**src/hdl/chse_pkg.sv**
```systemverilog
`default_nettype none

package chse_pkg;

    // Field widths
    localparam int COORD_W    = 32;
    localparam int T_W        = 17;
    localparam int TT_W       = 33;
    localparam int T3_W       = 49;
    localparam int RAW_W      = 51;
    localparam int WGT_W      = 31;
    localparam int NEG_W      = 33;
    localparam int ACC_W      = 64;
    localparam int Q_W        = 34;
    localparam int IN_TDATA_W = 152;
    localparam int OUT_TDATA_W = 32;

    // Fixed-point constants
    localparam logic [T_W-1:0]   ONE_Q16   = 17'd65536;
    localparam logic [RAW_W-1:0] ONE_Q48   = 51'd1 << 48;
    localparam logic [RAW_W-1:0] WGT_HALF  = 51'd1 << 17;
    localparam logic [ACC_W-1:0] OUT_HALF  = 64'd1 << 29;

    // Coordinates carried along the weight stages
    typedef struct packed {
        logic signed [COORD_W-1:0] p0;
        logic signed [COORD_W-1:0] p1;
        logic signed [COORD_W-1:0] m0;
        logic signed [COORD_W-1:0] m1;
    } t_coords;

    // Weights and operands handed to the multiply-accumulate stages
    typedef struct packed {
        logic [WGT_W-1:0]          w00;
        logic [WGT_W-1:0]          w01;
        logic [WGT_W-1:0]          w10;
        logic [WGT_W-1:0]          w11_mag;
        logic signed [COORD_W-1:0] p0;
        logic signed [COORD_W-1:0] p1;
        logic signed [COORD_W-1:0] m0;
        logic signed [NEG_W-1:0]   neg_m1;
    } t_wgt_item;

    // Round a Q.48 weight to Q.30, ties up
    function automatic logic [WGT_W-1:0] round_weight(input logic [RAW_W-1:0] raw);
        logic [RAW_W-1:0] sum;
        sum = raw + WGT_HALF;
        return sum[48:18];
    endfunction

endpackage

`default_nettype wire

```
**src/hdl/chse_sat.sv**
```systemverilog
`default_nettype none

module chse_sat
    import chse_pkg::*;
(
    input  wire logic                    i_clk,
    input  wire logic                    i_rst_n,
    input  wire logic                    i_valid,
    output logic                         o_ready,
    input  wire logic signed [ACC_W-1:0] i_acc,
    output logic                         o_valid,
    input  wire logic                    i_ready,
    output logic [COORD_W-1:0]           o_value,
    output logic                         o_sat
);

    logic r_v7;
    logic rdy7;
    logic [COORD_W-1:0] r_s7_value;
    logic               r_s7_sat;

    logic [ACC_W-1:0]   rnd;
    logic [Q_W-1:0]     q;
    logic               n_sat;
    logic [COORD_W-1:0] n_value;

    assign rdy7    = !r_v7 || i_ready;
    assign o_ready = rdy7;
    assign o_valid = r_v7;
    assign o_value = r_s7_value;
    assign o_sat   = r_s7_sat;

    // Round Q.46 to Q16.16 (floor after adding half) and clamp to 32 bits
    always_comb begin
        rnd   = i_acc + OUT_HALF;
        q     = rnd[ACC_W-1:30];
        n_sat = !((q[Q_W-1:31] == 3'b000) || (q[Q_W-1:31] == 3'b111));
        if (!n_sat) begin
            n_value = q[COORD_W-1:0];
        end else if (q[Q_W-1]) begin
            n_value = {1'b1, {(COORD_W-1){1'b0}}};
        end else begin
            n_value = {1'b0, {(COORD_W-1){1'b1}}};
        end
    end

    // Output register
    always_ff @(posedge i_clk) begin
        if (!i_rst_n) begin
            r_v7 <= 1'b0;
        end else if (rdy7) begin
            r_v7 <= i_valid;
        end
    end

    always_ff @(posedge i_clk) begin
        if (rdy7 && i_valid) begin
            r_s7_value <= n_value;
            r_s7_sat   <= n_sat;
        end
    end

endmodule

`default_nettype wire
```
**config.mk**
```make
export PLATFORM = sky130hd
export DESIGN_NAME = chse_sat
export DESIGN_NICKNAME = d
export VERILOG_FILES = /design/src/hdl/chse_pkg.sv /design/src/hdl/chse_sat.sv
export SDC_FILE = /design/constraint.sdc
export NUM_CORES = 1
export LEC_CHECK = 0
export BUFFER_PORTS_ARGS = -buffer_cell sky130_fd_sc_hd__buf_2
export CAP_MARGIN = 5
export CORE_MARGIN = 1.5
export CORE_UTILIZATION = 46
export CTS_CLUSTER_SIZE = 14
export DETAILED_ROUTE_END_ITERATION = 16
export GPL_TIMING_DRIVEN = 0
export PLACE_DENSITY = 0.8
export SLEW_MARGIN = 20
export SYNTH_ARGS = -nofsm -noshare
export SYNTH_HDL_FRONTEND = slang
export SYNTH_SLANG_ARGS = --single-unit
```
**constraint.sdc**
```tcl
create_clock -name i_clk -period 3.2 [get_ports i_clk]
set_input_delay 0.64 -clock i_clk [delete_from_list [all_inputs] [get_ports i_clk]]
set_output_delay 0.64 -clock i_clk [all_outputs]
set_load 0.05 [all_outputs]
```
# [After elaboration in Yosys (flattened, before gate mapping)]
# Cells that the tools add are included.
[classes] addsub=1 eq_ne=1 n_mux=2 n_reduce_logical=6
[ops] operator="$add 64x30->64 const B" n=1
[ops] operator="$mux 32" n=2
[ops] operator="$eq 3x3->1 const B" n=1
[ops] operator="$logic_not 3->1" n=1
[ops] operator="$logic_not 1->1" n=2
[ops] operator="$logic_or 1x1->1" n=2
[ops] operator="$logic_and 1x1->1" n=1
[word_totals] ff_bits=34 out_inout_bits=35 wordCells=13

# [Logic depth before layout (Yosys ltp)]
[logic_depth] word_depth=4 mapped_depth=9 ltp_nobuf=7

# [Worst setup path before layout]
# Ideal clock, no wire load.
[synth_timing] kind="input to register" from="in i_acc[38]" to="reg r_s7_value[18] (netlist: o_value[18]), data pin" arrival_time_ns=2.266 required_time_ns=2.929 path_slack_ns=0.662 stages=8 path_cell_list="nand3_2 or4_1 a2111o_1 o32a_1 o21ai_2 buf_6 buf_8 a21oi_2"
[synth_via] elab_chain_len=4 elab_cells_between_ends=6 cone_classes="add/sub: 1; eq/ne: 1; mux: 2; reduce/logical: 2"
[synth_rtl] item="start: declaration" line="chse_sat.sv:10" rtl="input wire logic signed [ACC_W-1:0] i_acc,"
[synth_rtl] item="$add 64x30->64 *" line="chse_sat.sv:35" rtl="rnd = i_acc + OUT_HALF;"
[synth_rtl] item="$eq 3x3->1 or $logic_not 3->1 (tied branches)" line="chse_sat.sv:37" rtl="n_sat = !((q[Q_W-1:31] == 3'b000) || (q[Q_W-1:31] == 3'b111));"
[synth_rtl] item="$logic_or 1x1->1" line="chse_sat.sv:37"
[synth_rtl] item="$mux 32 *" line="chse_sat.sv:38" rtl="if (!n_sat) begin"
[synth_rtl] item="named net n_value[18]" line="chse_sat.sv:25" rtl="logic [COORD_W-1:0] n_value;"
[synth_rtl] item="end signal: assignment" line="chse_sat.sv:58" rtl="r_s7_value <= n_value;"
[synth_rtl] item="end: declaration" line="chse_sat.sv:19" rtl="logic [COORD_W-1:0] r_s7_value;"
# Mark *: on every way through the listed nets, which the timed path passes. The rest lies on a longest branch.
# A chain may end at the register's enable or synchronous reset.

# [Worst setup path in the final report]
[layout_timing] from="in i_acc[29]" to="reg r_s7_value[10] (netlist: o_value[10]), data pin"
# Same word-level chain as after synthesis.

==> summary.md <==
| Metric | Value |
|---|---|
| Simple-Gate Fraction of Synth Area | `21.8%` |
| CTS resizes | `0` |
| Commonest non-fill, non-tap cell in the layout | `buf_2` |
| Syn nets | `276` |
| Worst reg2reg path depth | `2` |
| R2R setup slack | `1.76 ns` |
| Number of I/O port buffers | `72` |
| Synth area leader | `edfxtp_1` |
| Post-layout net count | `around 360` |
| Cell Area, Synth | `about 0.0021 mm^2` |
| CP peak stage delay | `0.53 ns` |
| Die width | `71.2 um` |
| CTS Buf Count | `5` |
| Worst vdd ir | `173 uV` |
| Hold path endpoint | `o_valid` |
| Total Wirelength | `around 4700 um` |
| Family with the most delay on the worst path | `simple AND/OR/NAND/NOR gates` |
| Hold buffer count at CTS | `0` |
| CP Max Fanout | `10` |
| Synth-to-Final Area Change | `24.2%` |
| CP cell instances | `buf_2 -> ha_1 -> nand3_1 -> nor3_1 -> and4_1 -> a21oi_1 -> nand2_1 -> clkbuf_1 -> a21oi_1` |
| WHS Path Cells | `2` |
| DR vias | `1840` |
| WL/cell | `14.0 um` |
| HPWL after DPL | `3590 um` |
| Worst reg2reg endpoint | `o_value[12]` |
| Total GRT Usage | `between 20% and 30%` |
| DRT iter0 DRCs | `between 100 and 150` |
| RSZ-0062 raised after global routing | `no` |
| Crit path buffers/inverters | `2` |
| Static leakage | `about 1 nW` |
| EDFF count, synth | `33` |
| DIE HEIGHT | `71.2 um` |
| Worst reg2reg path startpoint | `o_valid` |
| Req. time, crit path | `3.21 ns` |
| Slew margin rel. | `roughly half` |
| Final Max Slew Viols | `0` |
| #FFs+latches synth | `34` |
| CTS sink cnt | `34` |
| Outcome | `finished, final reports clean` |
| Post-synthesis sequential area ratio | `47.3%` |
| Buffer count from post-CTS setup fixing | `0` |
| F_max | `350 MHz` |
| Tcrit/Tclk final | `89.3%` |
| Avg Synthesized Cell Area | `10.3 um^2` |
| Final Hold Viols | `0` |
| Post-synthesis cell count | `roughly 210` |
| Pre-CTS setup slack | `0.0536 ns` |
| Cell area power density | `436 mW/mm^2` |
| Synth unique cells | `40` |
| Setup Skew | `0.00343 ns` |
| TritonRoute pass-1 iters | `4` |
| Worst Path Arrival | `around 2.9 ns` |
| Full die area | `0.00506 mm^2` |
| Final Wtd Congestion | `0.894` |
| Largest net degree at the start of global routing | `34` |
| Vias in the first global route | `1727` |
| First-pass GRT wire length | `between 7000 and 8000 um` |
| Slowest CP cell | `nor3_1` |
| FFs w/ async S/R, synth | `0%` |
| YS warnings | `0` |
| MaxCap Viol Count | `0` |
| Post-DRT Antenna Nets | `0` |
| Tmin final | `2.86 ns` |
| Synth top area share | `46.4%` |
| Setup ws final | `between 0.3 and 0.4 ns` |
| Worst Hold Class | `reg2reg` |
| Layout cells sized above 1 | `34.5%` |
| Ant diodes | `0` |
| Endpoint type of the worst setup path | `flop` |
| Worst-path clk slew | `~0.070 ns` |
| Sum Neg Setup Slack | `0 ns` |
| Gr ovfl total | `0` |
| Core area | `0.00441 mm^2` |
| Rows | `24` |
| # setup viols final | `0` |
| # DRC | `0` |
| Clock Latency Late Sink | `approximately 0.29 ns` |
| Ports | `about 100` |
| Commonest non-fill, non-tap cells in the layout | `buf_2 (73), edfxtp_1 (33), nand2_1 (18)` |
| Initial core utilization | `48.4%` |
| Initial antenna violation count | `0` |
| CTS tree | `done` |
| Worst-Margin Slew | `0.754 ns` |
| Max H-tree Level | `2` |
| Post-synthesis adder-cell area fraction | `0.585%` |
| Synth Flop Type | `edfxtp_1` |
| Multiplexer share of the synthesized area | `less than 1%` |
| Compound-cell area share of the yosys netlist | `between 10% and 20%` |
| Setup CP Type | `in2reg` |
| Clk root buf | `clkbuf_8` |
| Crit start category | `primary input` |
| Post-Synth XOR/XNOR Area | `12.3%` |
| Largest family of logic cells by synthesized area | `simple AND/OR/NAND/NOR gates` |
| Hold_sp | `o_valid` |
| CTS max path bufs | `2` |
| Most common cell on crit path | `a21oi_1` |
| Area contributors post-synth | `edfxtp_1 (46%), xnor2_1 (6.6%), xor2_1 (5.7%)` |
| Vias per cell | `5.43` |
## Yosys cell counts (2+ instances only)
master and number:
clkbuf_1 3, nor3_1 6, xnor2_1 16, and2_1 3, nor4_1 3, a21oi_2 11, and3_1 5, inv_1 6
o21a_1 2, nand3_1 10, nor2_1 15, o22a_1 2, nand2_1 18, o21ai_0 6, a31oi_1 2, a211oi_1 2
and4_1 7, edfxtp_1 33, a21oi_1 14, or3_1 2, xor2_1 14, nand4_1 9
## where the power goes
part           switching, mW  internal [mW]
combinational          0.211         0.0793
sequential           0.00668          0.531
clock                  0.156          0.174
## tightest hold or removal path, delay by kind of cell (launching register included)
kind	cells	cell delay, ns
flip-flops	1	0.31
AND/OR/NAND/NOR	1	0.10
AO/OA/AOI/OAI	1	0.08
## flip-flops by register name, summed over array words and instances, names as in the netlist
name,count
o_valid,1
o_value,32
o_sat,1
## cell type report
type                    count  area (um^2)
clock buffers               7         86.3
fillers                   391         1760
clock inverters             1         5.00
multi-input cells         160         1050
plain buffers               7         50.0
inverters                   6         22.5
well taps                  52         65.1
flip-flops and latches     34         1010
repair buffers             72          360
## stage by stage
stage          instances  cell area [um^2]  util [%]  power, mW  hold slack (ns)
2_1_floorplan        207              2140         -      0.750            0.779
3_3_place_gp         331              2560      58.0      0.833            0.511
3_5_place_dp         331              2560      58.1      0.838            0.528
4_1_cts              339              2660      60.1       1.16            0.538
5_1_grt              339              2660      60.1       1.20            0.565
6_report             339              2660      60.1       1.16            0.533
## layer usage
metal | routed length, um | part of all wire (%) | global-route usage, %
met1 | 2000 | 42 | 25.0
met2 | 2300 | 48 | 34.0
met3 | 358 | 7.5 | 4.70
met4 | 83 | 1.8 | 7.13
met5 | 0 | 0 | 0
## logic make-up (layout without fill, tap and decap cells)
kind of cell	after synthesis	count (layout)
mux	1	1
buf+inv	13	93
flops	34	34
xor+xnor	30	30
fa+ha+maj	1	1
simple gates	84	84
compound gates	44	44
## how the worst max path moves through the flow
| stage | cells past startpoint | to | from | slack (ns) |
|---|---|---|---|---|
| floorplan | 8 | o_value[18] | i_acc[38] | 0.66 |
| global placement | 9 | o_value[16] | i_acc[29] | 0.11 |
| detailed placement | 9 | o_value[10] | i_acc[29] | 0.05 |
| CTS | 9 | o_value[10] | i_acc[29] | 0.37 |
| global route | 9 | o_value[6] | i_acc[29] | 0.11 |
| finish | 9 | o_value[10] | i_acc[29] | 0.34 |
Note: power is estimated with default switching activity, not from simulation.
