===== src/hdl/chse_pkg.sv =====
`default_nettype none

package chse_pkg;

    // Field widths
    localparam int COORD_W    = 32;
    localparam int T_W        = 17;
    localparam int TT_W       = 33;
    localparam int T3_W       = 49;
    localparam int RAW_W      = 51;
    localparam int WGT_W      = 31;
    localparam int NEG_W      = 33;
    localparam int ACC_W      = 64;
    localparam int Q_W        = 34;
    localparam int IN_TDATA_W = 152;
    localparam int OUT_TDATA_W = 32;

    // Fixed-point constants
    localparam logic [T_W-1:0]   ONE_Q16   = 17'd65536;
    localparam logic [RAW_W-1:0] ONE_Q48   = 51'd1 << 48;
    localparam logic [RAW_W-1:0] WGT_HALF  = 51'd1 << 17;
    localparam logic [ACC_W-1:0] OUT_HALF  = 64'd1 << 29;

    // Coordinates carried along the weight stages
    typedef struct packed {
        logic signed [COORD_W-1:0] p0;
        logic signed [COORD_W-1:0] p1;
        logic signed [COORD_W-1:0] m0;
        logic signed [COORD_W-1:0] m1;
    } t_coords;

    // Weights and operands handed to the multiply-accumulate stages
    typedef struct packed {
        logic [WGT_W-1:0]          w00;
        logic [WGT_W-1:0]          w01;
        logic [WGT_W-1:0]          w10;
        logic [WGT_W-1:0]          w11_mag;
        logic signed [COORD_W-1:0] p0;
        logic signed [COORD_W-1:0] p1;
        logic signed [COORD_W-1:0] m0;
        logic signed [NEG_W-1:0]   neg_m1;
    } t_wgt_item;

    // Round a Q.48 weight to Q.30, ties up
    function automatic logic [WGT_W-1:0] round_weight(input logic [RAW_W-1:0] raw);
        logic [RAW_W-1:0] sum;
        sum = raw + WGT_HALF;
        return sum[48:18];
    endfunction

endpackage

`default_nettype wire


===== src/hdl/chse_weights.sv =====
`default_nettype none

module chse_weights
    import chse_pkg::*;
(
    input  wire logic             i_clk,
    input  wire logic             i_rst_n,
    input  wire logic             i_valid,
    output logic                  o_ready,
    input  wire t_coords          i_coords,
    input  wire logic [T_W-1:0]   i_t,
    output logic                  o_valid,
    input  wire logic             i_ready,
    output t_wgt_item             o_item
);

    logic r_v1, r_v2, r_v3;
    logic rdy1, rdy2, rdy3;

    t_coords          r_s1_c, r_s2_c;
    logic [T_W-1:0]   r_s1_t, r_s2_t;
    logic [TT_W-1:0]  r_s1_tt, r_s2_tt;
    logic [T3_W-1:0]  r_s2_t3;
    t_wgt_item        r_s3_item;

    logic [T_W-1:0]   n_t;
    logic [TT_W-1:0]  n_tt;
    logic [T3_W-1:0]  n_t3;
    logic [RAW_W-1:0] a3, s2, tl, raw00, raw01, raw10, raw11;
    t_wgt_item        n_item;

    // Stall chain: a stage loads when empty or when its successor moves
    assign rdy3    = !r_v3 || i_ready;
    assign rdy2    = !r_v2 || rdy3;
    assign rdy1    = !r_v1 || rdy2;
    assign o_ready = rdy1;
    assign o_valid = r_v3;
    assign o_item  = r_s3_item;

    // Stage 1: clamp t to one and square it
    always_comb begin
        n_t  = (i_t > ONE_Q16) ? ONE_Q16 : i_t;
        n_tt = TT_W'(n_t * n_t);
    end

    // Stage 2: cube
    always_comb begin
        n_t3 = T3_W'(r_s1_tt * r_s1_t);
    end

    // Stage 3: form the four Q.48 weights and round them to Q.30
    always_comb begin
        a3 = {2'b00, r_s2_t3};
        s2 = {2'b00, r_s2_tt, 16'd0};
        tl = {2'b00, r_s2_t, 32'd0};
        raw00 = (a3 << 1) + ONE_Q48 - (s2 + (s2 << 1));
        raw01 = (s2 + (s2 << 1)) - (a3 << 1);
        raw10 = a3 + tl - (s2 << 1);
        raw11 = s2 - a3;
        n_item.w00     = round_weight(raw00);
        n_item.w01     = round_weight(raw01);
        n_item.w10     = round_weight(raw10);
        n_item.w11_mag = round_weight(raw11);
        n_item.p0      = r_s2_c.p0;
        n_item.p1      = r_s2_c.p1;
        n_item.m0      = r_s2_c.m0;
        n_item.neg_m1  = -NEG_W'(r_s2_c.m1);
    end

    // Valid bits
    always_ff @(posedge i_clk) begin
        if (!i_rst_n) begin
            r_v1 <= 1'b0;
            r_v2 <= 1'b0;
            r_v3 <= 1'b0;
        end else begin
            if (rdy1) r_v1 <= i_valid;
            if (rdy2) r_v2 <= r_v1;
            if (rdy3) r_v3 <= r_v2;
        end
    end

    // Payload registers
    always_ff @(posedge i_clk) begin
        if (rdy1 && i_valid) begin
            r_s1_c  <= i_coords;
            r_s1_t  <= n_t;
            r_s1_tt <= n_tt;
        end
        if (rdy2 && r_v1) begin
            r_s2_c  <= r_s1_c;
            r_s2_t  <= r_s1_t;
            r_s2_tt <= r_s1_tt;
            r_s2_t3 <= n_t3;
        end
        if (rdy3 && r_v2) begin
            r_s3_item <= n_item;
        end
    end

endmodule

`default_nettype wire


===== config.mk =====
export PLATFORM = sky130hd
export DESIGN_NAME = chse_weights
export DESIGN_NICKNAME = d
export VERILOG_FILES = /design/src/hdl/chse_pkg.sv /design/src/hdl/chse_weights.sv
export SDC_FILE = /design/constraint.sdc
export NUM_CORES = 2
export LEC_CHECK = 0
export BUFFER_PORTS_ARGS = -buffer_cell sky130_fd_sc_hd__buf_2
export CORE_MARGIN = 1
export CORE_UTILIZATION = 35
export CTS_CLUSTER_DIAMETER = 150
export DETAILED_ROUTE_END_ITERATION = 12
export PLACE_DENSITY_LB_ADDON = 0.25
export SETUP_SLACK_MARGIN = 0.5
export SKIP_CTS_REPAIR_TIMING = 1
export SYNTH_ARGS = -nofsm -noshare
export SYNTH_HDL_FRONTEND = slang
export SYNTH_SLANG_ARGS = --single-unit

===== constraint.sdc =====
create_clock -name i_clk -period 17.55 [get_ports i_clk]
set_input_delay 0.8775 -clock i_clk [delete_from_list [all_inputs] [get_ports i_clk]]
set_output_delay 0.8775 -clock i_clk [all_outputs]
set_load 0.02 [all_outputs]

## Yosys cells after proc, flatten, opt, wreduce, memory -nomap -nowiden

Cells that the tools add are included.

| operators by class | value |
|---|---|
| add/subtract/negate cells | 12 |
| multipliers | 2 |
| magnitude comparators | 1 |
| mux-type cells | 1 |
| reduce and logical (&&, ||, !) cells | 9 |

Operator list:

| kind | count |
|---|---|
| subtractor 49 bit | 4 |
| adder 49 x 18 -> 49 bit (second input constant) | 3 |
| adder 49 bit | 2 |
| adder 49 x 19 -> 49 bit (second input constant) | 1 |
| adder 49 bit (second input constant) | 1 |
| multiplier 33 x 17 -> 49 bit | 1 |
| multiplier 17 x 17 -> 33 bit | 1 |
| negator 32 -> 33 bit | 1 |
| greater-than comparator 17 bit (second input constant) | 1 |
| 2-to-1 mux 17 bit | 1 |
| logical AND 1 bit | 3 |
| zero test 1 bit | 3 |
| logical OR 1 bit | 3 |

| word-level totals | value |
|---|---|
| register bits | 661 |
| output and inout bits | 255 |
| logic and storage cells | 49 |

## Longest topological paths before layout

| depth | value |
|---|---|
| depth in word-level cells | 5 |
| depth in mapped cells | 31 |

## Least setup slack after synthesis

Ideal clock, no wire load.

| timing path | value |
|---|---|
| path type | in2reg |
| from | in i_ready |
| to | reg r_s2_c, in the netlist n_item[100], enable pin |
| data arrival time | 17096 ps |
| data required time | 16399 ps |
| slack | -697 ps |
| stages | 2 |
| path buffers | 0 |
| path through | nor2b_1 a21boi_0 |

| between the ends | value |
|---|---|
| word-level cells in the longest chain between the ends | 3 |

RTL lines:

| element | RTL line | text |
|---|---|---|
| start: declaration | chse_weights.sv:13 | `input wire logic i_ready,` |
| logical OR 1 bit | chse_weights.sv:33 | `assign rdy3 = !r_v3 \|\| i_ready;` |
| logical OR 1 bit | chse_weights.sv:34 | `assign rdy2 = !r_v2 \|\| rdy3;` |
| logical AND 1 bit | chse_weights.sv:90 | `if (rdy2 && r_v1) begin` |
| end signal: assignment | chse_weights.sv:91 | `r_s2_c <= r_s1_c;` |
| end: declaration | chse_weights.sv:20 | `t_coords r_s1_c, r_s2_c;` |

Every way passes these cells.
A chain may end at the register's enable or synchronous reset.

## Worst setup path after layout

| timing path | value |
|---|---|
| from | in i_t[6] |
| to | reg r_s1_tt[32] (data pin) |

| between the ends | value |
|---|---|
| word-level cells in the longest chain between the ends | 3 |

RTL lines:

| element | RTL line | text |
|---|---|---|
| start: declaration | chse_weights.sv:11 | `input wire logic [T_W-1:0] i_t,` |
| greater-than comparator 17 bit | chse_weights.sv:42 | `n_t = (i_t > ONE_Q16) ? ONE_Q16 : i_t;` |
| 2-to-1 mux 17 bit | chse_weights.sv:42 |  |
| via n_t[2] | chse_weights.sv:26 | `logic [T_W-1:0] n_t;` |
| multiplier 17 x 17 -> 33 bit | chse_weights.sv:43 | `n_tt = TT_W'(n_t * n_t);` |
| via n_tt[32] | chse_weights.sv:27 | `logic [TT_W-1:0] n_tt;` |
| end signal: assignment | chse_weights.sv:88 | `r_s1_tt <= n_tt;` |
| end: declaration | chse_weights.sv:22 | `logic [TT_W-1:0] r_s1_tt, r_s2_tt;` |

The timed path passes the listed nets, and every way through them passes these cells.

==> flow_metrics.env <==
export IMPL_ys_seq_area_share_pct=35.0
export IMPL_drt_iter0_markers=2390
export IMPL_synth_top_cell_by_area="edfxtp_1"
export IMPL_dp_hpwl_mm=111
export IMPL_layout_cells_non_filler=7610
export IMPL_slew_headroom_pct=20.4
export IMPL_fp_coreArea_mm2=0.159
export IMPL_drv_slew=0
export IMPL_antenna_found_initial=7
export IMPL_final_setup_viol_count=0
export IMPL_worstPathArrival_ns=8.35
export IMPL_firstDrtPassIters=5
export IMPL_synth_top_family_by_area="adder cells"
export IMPL_cts_root_buf="clkbuf_16"
export IMPL_period_minus_slack_ns=7.92
export IMPL_async_flop_share_pct=0
export IMPL_clkSinkCount=656
export IMPL_syn_inst=5070
export IMPL_rsz0062_at_grt="no"
export IMPL_dp_slack_ns=8.94
export IMPL_fp_dieW_um=402
export IMPL_port_buffers=403
export IMPL_fin_ws_ns=9.63
export IMPL_synthesis_area_mm2=0.0561
export IMPL_core_rowCount=146
export IMPL_period_share_pct=45.1
export IMPL_ys_types=91
export IMPL_min_from="i_coords[92]"
export IMPL_cp_max_fo=22
export IMPL_grt_remaining_overflow=0
export IMPL_startpoint_type="primary input"
export IMPL_synth_xor_area_share_pct=4.16
export IMPL_required_ns=17.97
export IMPL_r2r_start="r_s1_tt[10]$_DFFE_PP_"
export IMPL_num_vias=37100
export IMPL_synth_main_ff_cell="edfxtp_1"
export IMPL_wl_per_cell_um=19.2
export IMPL_grtUsageTotal_pct=17.9
export IMPL_slowest_delay_ns=0.56
export IMPL_drive_gt1_share_pct=11.0
export IMPL_synth_area_per_cell_um2=11.1
export IMPL_grt_max_degree=166
export IMPL_cts_tree="built"
export IMPL_fill_cells=15400
export IMPL_nets=6802
export IMPL_path_common_cell="fa_1"
export IMPL_clkTransAtPathRegs_ns=0.06
export IMPL_ant_nets=0
export IMPL_synth_common_cells="926 x inv_1, 661 x fa_1, 653 x edfxtp_1"
export IMPL_die_h_um=402
export IMPL_clock_latency_ns=0.69
export IMPL_critPathSlowestCell="fa_1"
export IMPL_syn_to_final_growth_pct=12.8
export IMPL_yosys_cell_count_top_type="inv_1"
export IMPL_dp_cells=7464
export IMPL_skew_ns=0.0549
export IMPL_via_per_inst=4.88
export IMPL_tightest_slew_ns=1.19
export IMPL_hp_class="in -> reg"
export IMPL_max_freq_mhz=126
export IMPL_synth_enable_flop_cells=653
export IMPL_crit_start="i_t[6]"
export IMPL_worstSetupEndpointType="flop"
export IMPL_finalSetupTns_ns=0
export IMPL_wirelength_mm=146
export IMPL_cts_htree_levels=3
export IMPL_yosys_area_share_simple_pct=10.2
export IMPL_synth_area_top_cells="edfxtp_1 35%, fa_1 24%, ha_1 12%"
export IMPL_first_global_vias=38700
export IMPL_cts_path_max_buffers=3
export IMPL_synth_fa_ha_area_share_pct=35.2
export IMPL_grt_pass1_wl_mm=224
export IMPL_drc=0
export IMPL_io_pins=404
export IMPL_die_area_mm2=0.162
export IMPL_synth_compound_area_share_pct=8.15
export IMPL_synthMuxAreaShare_pct=0.0201
export IMPL_crit_type="in -> reg"
export IMPL_numCtsBuffers=77
export IMPL_cap_violations=0
export IMPL_initial_core_util_pct=35.4
export IMPL_status="complete, no violations"
export IMPL_finalHoldViolCount=0
export IMPL_yosys_warnings=0
export IMPL_synth_top_area_share_pct=34.9
export IMPL_place_gp_congestion=0.875
export IMPL_yosys_register_bits=656
==> path summary, 6_finish.rpt <==
check / end / depth (start not counted) / slack, ns
worst max-delay path: r_s1_tt[32]$_DFFE_PP_ / 28 / 9.63
worst min-delay path: r_s1_c[92]$_DFFE_PP_ / 1 / 0.35
worst max register to register: r_s2_t3[48]$_DFFE_PP_ / 24 / 9.67
worst min register to register: o_item[92]$_DFFE_PP_ / 0 / 0.39
==> critical path, delay by kind of cell <==
family                     cells  cell delay, ns
buffers and inverters          5            0.84
xor gates and xnor gates       1            0.08
adders and majority gates      7            3.30
AOI/OAI and AO/OA              9            2.12
and+or+nand+nor                6            1.11
==> state kept, by name, summed over array words and instances (netlist names) <==
register / count
o_valid: 1
r_s1_c: 128
r_v2: 1
r_s2_t: 17
r_s2_c: 32
r_v1: 1
o_item: 253
n_item: 96
r_s2_t3: 48
r_s1_t: 17
r_s1_tt: 31
r_s2_tt: 31
==> cell type report <==
| class | instances | area [um2] | share of cell area (%) |
|---|---|---|---|
| Antenna cell | 3 | 7.51 | 0.0119 |
| Clock buffer | 88 | 1970 | 3.11 |
| Clock inverter | 55 | 731 | 1.15 |
| Inverter | 928 | 3480 | 5.50 |
| Multi-Input combinational cell | 3366 | 32600 | 51.4 |
| Sequential cell | 656 | 19700 | 31.1 |
| Tap cell | 2072 | 2590 | 4.09 |
| Timing Repair Buffer | 442 | 2320 | 3.67 |
==> cells by family (layout without fill, tap and decap cells) <==
kind of cell	Yosys count	count (layout)
xor gates and xnor gates	265	265
buffers and inverters	1077	1513
muxes	1	1
AOI/OAI and AO/OA	690	690
other	2	34
and+or+nand+nor	1197	1197
DFF	656	656
adders and majority gates	1182	1182
==> cell usage in the layout (no fill, tap or decap), types with 10 or more instances in the layout <==
| cell type | n |
|---|---|
| nor2_1 | 118 |
| xnor2_1 | 185 |
| fa_1 | 661 |
| clkbuf_1 | 11 |
| clkinv_1 | 15 |
| bufinv_16 | 10 |
| edfxtp_1 | 653 |
| buf_2 | 403 |
| nand2b_1 | 48 |
| a31oi_1 | 22 |
| o21bai_1 | 36 |
| xor2_1 | 79 |
| a21o_1 | 130 |
| nand3_1 | 40 |
| nor2b_1 | 56 |
| conb_1 | 31 |
| and2_1 | 185 |
| nor3_1 | 31 |
| clkbuf_16 | 77 |
| inv_1 | 926 |
| nand2_1 | 596 |
| o31ai_1 | 18 |
| nand4_1 | 23 |
| nor4_1 | 20 |
| o21ai_0 | 111 |
| buf_4 | 38 |
| and3_1 | 30 |
| a21oi_1 | 206 |
| ha_1 | 521 |
| o211ai_1 | 11 |
| o21ai_1 | 12 |
| o21a_1 | 31 |
| a211oi_1 | 12 |
==> routing by layer <==
layer	routed length, um	global-route usage (%)	vias to the layer above
met5	66	0	-
met4	3150	4.59	10
met3	8970	2.96	190
met2	66700	28.9	1101
met1	67200	25.1	18500
li1	-	-	17300
==> metrics by stage <==
stage	util, %	cell area [um2]	hold slack, ns
5_1_grt	39.9	63300	0.305
2_1_floorplan	-	56200	0.400
6_report	39.9	63300	0.355
3_5_place_dp	38.2	60600	0.405
3_3_place_gp	38.2	60600	0.400
4_1_cts	39.9	63300	0.289
Power is left out: the tool's default activity adds up to more than one toggle a clock period on the data nets, which glitch-free logic cannot reach.
